File: src/design/tmse_pkg.sv
`timescale 1ns / 1ps

package tmse_pkg;

    localparam int RULE_DEPTH = 1024;
    localparam int RULE_AW    = $clog2(RULE_DEPTH);
    localparam int RULE_CW    = $clog2(RULE_DEPTH + 1);
    localparam int TAPE_DEPTH = 128;
    localparam int TAPE_AW    = $clog2(TAPE_DEPTH);
    localparam int TAPE_CW    = $clog2(TAPE_DEPTH + 1);

    localparam int CODE_W = 6;
    localparam int SYM_W  = 8;
    localparam int MOVE_W = 2;

    localparam logic [MOVE_W-1:0] MOVE_RIGHT = 2'd1;
    localparam logic [MOVE_W-1:0] MOVE_LEFT  = 2'd2;

    localparam logic CFG_ACCEPT = 1'b0;
    localparam logic CFG_BLANK  = 1'b1;

    localparam logic [CODE_W-1:0] ACCEPT_RESET = 6'd63;
    localparam logic [SYM_W-1:0]  BLANK_RESET  = 8'd95;

    typedef enum logic [2:0] {
        ACT_CLEAR  = 3'd0,
        ACT_RULE   = 3'd1,
        ACT_APPEND = 3'd2,
        ACT_START  = 3'd3,
        ACT_STEP   = 3'd4,
        ACT_READ   = 3'd5
    } act_t;

    typedef enum logic [2:0] {
        STS_OK          = 3'd0,
        STS_STEPPED     = 3'd1,
        STS_ACCEPTED    = 3'd2,
        STS_HALT        = 3'd3,
        STS_OVERFLOW    = 3'd4,
        STS_NOT_RUNNING = 3'd5
    } sts_t;

    typedef enum logic [3:0] {
        ST_IDLE,
        ST_START_RD,
        ST_STEP_RD,
        ST_SCAN,
        ST_EXEC,
        ST_GROW,
        ST_SHIFT,
        ST_READ_RD,
        ST_RESP
    } fsm_t;

    typedef struct packed {
        logic [CODE_W-1:0] nx;
        logic [MOVE_W-1:0] mv;
        logic [SYM_W-1:0]  wr;
        logic [SYM_W-1:0]  rd;
        logic [CODE_W-1:0] st;
    } rule_t;

    typedef struct packed {
        logic               we;
        logic [RULE_AW-1:0] waddr;
        rule_t              wdata;
        logic [RULE_AW-1:0] raddr;
    } rule_req_t;

    typedef struct packed {
        logic               we;
        logic [TAPE_AW-1:0] waddr;
        logic [SYM_W-1:0]   wdata;
        logic [TAPE_AW-1:0] raddr;
    } tape_req_t;

endpackage

File: src/design/tmse_tape_ram.sv
`timescale 1ns / 1ps

module tmse_tape_ram (
    input  logic                         clk,
    input  tmse_pkg::tape_req_t          req,
    output logic [tmse_pkg::SYM_W-1:0]   rdata
);

    logic [tmse_pkg::SYM_W-1:0] tape_mem [tmse_pkg::TAPE_DEPTH];
    logic [tmse_pkg::SYM_W-1:0] rdata_reg;

    always_ff @(posedge clk)
    begin
        if (req.we)
        begin
            tape_mem[req.waddr] <= req.wdata;
        end
        rdata_reg <= tape_mem[req.raddr];
    end

    assign rdata = rdata_reg;

endmodule

File: config.mk
export PLATFORM = sky130hd
export DESIGN_NAME = tmse_tape_ram
export DESIGN_NICKNAME = d
export VERILOG_FILES = /design/src/design/tmse_pkg.sv /design/src/design/tmse_tape_ram.sv
export SDC_FILE = /design/constraint.sdc
export NUM_CORES = 1
export LEC_CHECK = 0
export BUFFER_PORTS_ARGS = -buffer_cell sky130_fd_sc_hd__buf_2
export CAP_MARGIN = 0
export CORE_ASPECT_RATIO = 0.7
export CORE_MARGIN = 5
export CORE_UTILIZATION = 40
export CTS_BUF_LIST = sky130_fd_sc_hd__clkbuf_4
export DETAILED_ROUTE_END_ITERATION = 10
export PLACE_DENSITY = 0.59
export SYNTH_ARGS = -nofsm -noshare
export SYNTH_HDL_FRONTEND = slang
export SYNTH_SLANG_ARGS = --single-unit
File: constraint.sdc
create_clock -name clk -period 5.85 [get_ports clk]
set_input_delay 0.8775 -clock clk [delete_from_list [all_inputs] [get_ports clk]]
set_output_delay 0.8775 -clock clk [all_outputs]
set_load 0.02 [all_outputs]
==> results of run 1 <==
metal layers:
layer,GRT usage [%],wire (µm),vias to the layer above
met1,27.8,42200,10000
met5,0,40,-
met4,5.13,1300,6
met2,25.2,41600,924
li1,-,-,7600
met3,6.12,9880,124
kinds of logic (layout without fill, tap and decap cells):
group,Yosys count,count (layout),synth area share [%]
multiplexers,344,344,19.3
buffers and inverters,89,459,1.01
flip-flops,1032,1032,77.9
AND/OR/NAND/NOR,170,170,1.76
other,0,8,0
cell usage after synthesis:
cell | instances | area share (%)
edfxtp_1 | 1024 | 78
nor2b_1 | 7 | 0.11
mux2_2 | 8 | 0.23
nor2_1 | 122 | 1.2
mux4_2 | 336 | 19
nand2_1 | 14 | 0.13
nand4_1 | 3 | 0.047
or3_1 | 1 | 0.016
clkbuf_1 | 44 | 0.42
nor3_1 | 9 | 0.11
nand2b_1 | 2 | 0.032
buf_1 | 18 | 0.17
dfxtp_1 | 8 | 0.40
buf_4 | 11 | 0.21
buf_2 | 15 | 0.19
nand3_1 | 12 | 0.15
buf_6 | 1 | 0.028
worst max path at each step:
| stage | end | from |
|---|---|---|
| floorplan | rdata[0] | req[0] |
| global placement | rdata[7] | req[0] |
| detailed placement | rdata[7] | req[0] |
| CTS | rdata[3] | req[0] |
| global route | rdata[3] | req[0] |
| finish | rdata[4] | req[0] |
cell type report:
class	instances	area (µm²)
diodes	8	20.0
multi-input cells	514	8370
well taps	1323	1660
clock buffers	342	2570
clock inverters	52	350
flip-flops and latches	1032	30900
repair buffers	65	541
fillers	8350	53800
where the power goes:
group / internal [W] / switching (W) / total [W]
Combinational: 0.000301 / 0.000481 / 0.000782
Clock: 0.00287 / 0.00273 / 0.00560
Sequential: 0.00816 / 0.0000216 / 0.00818
Total: 0.0113 / 0.00324 / 0.0146
metrics by stage:
| step | power, W | setup WS [ps] | instance area, µm² |
|---|---|---|---|
| floorplan | 0.00876 | 2470 | 39700 |
| global placement | 0.00912 | 1710 | 41500 |
| detailed placement | 0.00914 | 1700 | 41500 |
| CTS | 0.0147 | 2970 | 44400 |
| global route | 0.0151 | 2830 | 44400 |
| finish | 0.0146 | 2880 | 44400 |
==> flow_metrics.tcl, run 1 <==
set metrics [dict create \
    postCtsResizedCells 0 \
    clockBufferDepth 3 \
    maxCapViolCount 0 \
    cts_sinks 1032 \
    numCtsBuffers 227 \
    synth-seq-area-share_pct 77.9 \
    postCtsSetupBuffers 0 \
    drive_gt1_share_pct 38.5 \
    cts-root-buf "clkbuf_4" \
    crit_top_cell "mux4_2" \
    io_pins 32 \
    ys_types 17 \
    crit_type "in -> reg" \
    min_from "req[5]" \
    synth_cells 1635 \
    max_freq_mhz 337 \
    slowest_delay_ps 630 \
    cp.depth 6 \
    finalSetupTns_ps 0 \
    initial_core_util_pct 40.4 \
    port_buffers 31 \
    final_hold_viol_count 0 \
    largest_reg_flops 1024 \
    drt_iter0_drc 2207 \
    netlist_area_mm2 0.0397 \
    hold-path-endpoint "rdata[7]" \
    die_h_um 273 \
    hold_path_depth 2 \
    grt-ovfl-total 0 \
    synth_seq_cells 1032 \
    path_delay_family "multiplexers" \
    p_leak_nw 13.7 \
    grt_use_total_pct 18.3 \
    fin_util_pct 45.2 \
    critical_path.max_fanout 59 \
    grt_pass1_vias 19000 \
    path_clk_slew_ps 70 \
    placed_cells 2934 \
    cts_tree "yes" \
    final_common_cell "edfxtp_1" \
    area_growth_syn_to_layout_pct 12.0 \
    rows 96 \
    finalSetupViolations 0 \
    slowest_stage "mux4_2" \
    slew_headroom_pct 9.13 \
    grt_max_degree 89 \
    antenna_found_initial 10 \
    crit_arrival_ps 3940 \
    htreeDepth 4 \
    ir_worst_vdd_mv 0.177 \
    final_nets 1864 \
    core_area_mm2 0.0983 \
    fin_crit_ps 2970 \
    avgSynthCellArea_um2 24.3 \
    worst_slew_pin_slew_ps 1350 \
    yosys_warnings 0 \
    finalWirelength_mm 95.1 \
    hpwl_mm 57.2 \
    vias_per_cell 5.60 \
    drtPass1Iterations 5 \
    synth_nets 1659 \
    fin_crit_sh_pct 50.7 \
    ant_nets 0 \
    required_ps 6830 \
    holdCritPathClass "in -> reg" \
    chipWidth_um 386 \
    drcViolationCount 0 \
    grt_pass1_wl_mm 137 \
    path_buf_inv 2 \
    outcome "finished clean" \
    detail_route.wl_per_cell_um 28.5 \
    path_cells "buf_8 > buf_12 > mux4_2 > mux4_2 > mux4_2 > mux2_2" \
    r2r_setup_slack_ps 3320 \
    start_kind "input port" \
    fin_cells 3336 \
    power_density_mw_per_mm2 328 \
    cp-end-kind "flop" \
    skew_ps 82.0 \
    final_cell_mix "edfxtp_1, clkbuf_4, mux4_2" \
    clk_latency_ps 1140 \
    slew_violations 0 \
    rsz0062_at_grt "no" \
    die_area_mm2 0.106 \
    gp_congestion 0.770 \
    rr_endpoint "rdata[3]" \
    hold_buffers 0 \
    holdWs_ps 261 \
    worstRegToRegCells 4 \
    reg2reg_from "tape_mem[69][3]" \
    via_count 18700 \
]
Note: power is estimated with default switching activity, not from simulation.
==> inputs of run 2 (changes only) <==
Settings changed: ABC_AREA from default to 1.
Clock period 5.85 ns to 3.1 ns, I/O delays scaled along.
==> run 2 against run 1 <==
Compared with the run above: register-to-register slack got worse by 2900 ps; combinational power increased by 150%; first-iteration DRC count increased by 71%; flip-flop and latch count unchanged; worst setup slack got worse by 2500 ps; sequential share of layout area decreased by 4.7 points; critical path depth increased by 9; wire length increased by 23%; critical endpoint unchanged; largest power group unchanged; highest routed layer is now met4.
==> flow_metrics.tcl, run 2 <==
set metrics [dict create \
    final_hold_viol_count 0 \
    avgSynthCellArea_um2 11.8 \
    crit_type "in -> reg" \
    crit_arrival_ps 3800 \
    gp_congestion 0.899 \
    ir_worst_vdd_mv 0.349 \
    hpwl_mm 68.3 \
    dominantRegCellSynth "edfxtp_1" \
    chipWidth_um 398 \
    synth_cells 3575 \
    antenna_found_initial 3 \
    grt_use_met1_pct 32.4 \
    grt_pass1_wl_mm 175 \
    slew_violations 0 \
    finalSetupTns_ps 0 \
    path_cells "buf_8 > buf_12 > buf_12 > nand2_1 > nand3_1 > nand3_1 > nand3_1 > nand2_1 > nand2_1 > nand3_1 > nand2_1 > nand2_1 > dlygate4sd3_1 > nand2_1 > dlygate4sd3_1" \
    reg2reg_from "tape_mem[93][4]" \
    ant_nets 0 \
    start_kind "input port" \
    worst_slew_pin_slew_ps 908 \
    final_cell_mix "nand2_1, edfxtp_1, nand3_1" \
    grt-ovfl-total 0 \
    grt_pass1_vias 27000 \
    final_nets 3848 \
    drtPass1Iterations 5 \
    cts_tree "yes" \
    grt_use_met2_pct 28.1 \
    yosys_warnings 0 \
    drive_gt1_share_pct 14.5 \
    maxCapViolCount 0 \
    area_growth_syn_to_layout_pct 13.1 \
    port_buffers 31 \
    cts_sinks 1032 \
    ys_types 14 \
    htreeDepth 4 \
    fin_util_pct 45.7 \
    finalWirelength_mm 117 \
    hold_path_depth 10 \
    slowest_stage "dlygate4sd3_1" \
    drcViolationCount 0 \
    rsz0062_at_grt "no" \
    synth_seq_cells 1032 \
    max_freq_mhz 368 \
    grt_max_degree 97 \
    clockBufferDepth 3 \
    worstRegToRegCells 12 \
    clk_latency_ps 1140 \
    grtUsageMet3_pct 5.63 \
    slowest_delay_ps 570 \
    io_pins 32 \
    synth_most_common_cell "nand2_1" \
    postCtsResizedCells 0 \
    holdCritPathClass "in -> reg" \
    synth-seq-area-share_pct 73.4 \
    cts-root-buf "clkbuf_4" \
    min_from "req[2]" \
    synthArstFlopShare_pct 0 \
    drt_iter0_drc 3780 \
    fin_crit_ps 2710 \
    rr_endpoint "rdata[4]" \
    yosys.area.top_type_share_pct 73.0 \
    via_count 28600 \
    core_area_mm2 0.104 \
    grt_use_total_pct 20.7 \
    finalSetupViolations 0 \
    die_area_mm2 0.112 \
    required_ps 4180 \
    yosysTopAreaCell "edfxtp_1" \
    rows 99 \
    synth_nets 3599 \
    largest_reg_flops 1024 \
    power_density_mw_per_mm2 582 \
    path_clk_slew_ps 70 \
    yosys-top-cells-area "edfxtp_1, nand3_1, nand2_1" \
    die_h_um 281 \
    numCtsBuffers 237 \
    synth-edff-count 1024 \
    crit_top_cell "nand2_1" \
    grt_busiest_layer "met1" \
    netlist_area_mm2 0.0421 \
    cp-end-kind "flop" \
    p_leak_nw 17.2 \
    final_common_cell "nand2_1" \
    synth_commonest_cells "nand2_1, edfxtp_1, nand3_1, nor2_1, buf_2" \
    detail_route.wl_per_cell_um 21.7 \
    vias_per_cell 5.31 \
    r2r_setup_slack_ps 450 \
    initial_core_util_pct 40.4 \
    outcome "finished clean" \
    fin_crit_sh_pct 87.5 \
    hold-path-endpoint "rdata[5]" \
    critical_path.max_fanout 96 \
    skew_ps 74.4 \
    slew_headroom_pct 39.2 \
]
run 2: cell families (layout without fill, tap and decap cells):
group | after synthesis | count (layout) | synth area share, %
other cells | 0 | 5 | 0
buf+inv | 255 | 650 | 3.40
flops | 1032 | 1032 | 73.4
simple gates | 2288 | 2288 | 23.2
run 2: cell type report:
| type | instances | area (µm²) |
|---|---|---|
| timing repair buffer | 241 | 2240 |
| sequential | 1032 | 30900 |
| clock inverter | 47 | 268 |
| clock buffer | 338 | 2540 |
| fill | 9690 | 56700 |
| tap | 1414 | 1770 |
| antenna | 5 | 12.5 |
| inverter | 24 | 116 |
| multi-input combinational | 2288 | 9760 |
run 2: worst max path at each step:
stage               depth (start not counted)               end       startpoint
floorplan                                   4  tape_mem[105][0]          req[22]
global placement                           14          rdata[7]           req[0]
detailed placement                         14          rdata[7]           req[0]
CTS                                        12          rdata[4]  tape_mem[93][4]
global route                               15          rdata[4]           req[0]
finish                                     15          rdata[4]           req[0]
run 2: what timing repair did:
item / in CTS / in global routing
endpoints found under the setup margin: 0 / 0
endpoints found under the hold margin: 842 / 0
setup buffers: 0 / 0
hold buffers: 21 / 0
run 2: critical path, delay by kind of cell:
| kind | cells | cell delay, ps |
|---|---|---|
| and+or+nand+nor | 10 | 1150 |
| buffers and inverters | 5 | 2080 |
run 2: power breakdown:
part           internal (W)  switching (W)  total (W)
registers            0.0154      0.0000423     0.0154
clock network       0.00517        0.00518     0.0104
logic              0.000496        0.00142    0.00192
total                0.0211        0.00665     0.0277
run 2: layer usage:
layer	share of wire, %	vias up	wire length (µm)
met4	1.5	0	1780
met1	46	13900	54100
met3	11	131	12900
met2	41	1418	48300
li1	-	13200	-
met5	0	-	0
run 2: metrics by stage:
stage               hold WS (ps)  instances  total power [W]  worst slack [ps]  instance area, µm²
floorplan                    564       3575           0.0167              1280               42100
global placement             887       4978           0.0176               300               44600
detailed placement           888       4978           0.0176               312               44600
CTS                         6.96       5384           0.0280               537               47600
global route                 139       5389           0.0288               309               47600
finish                       164       5389           0.0277               386               47600
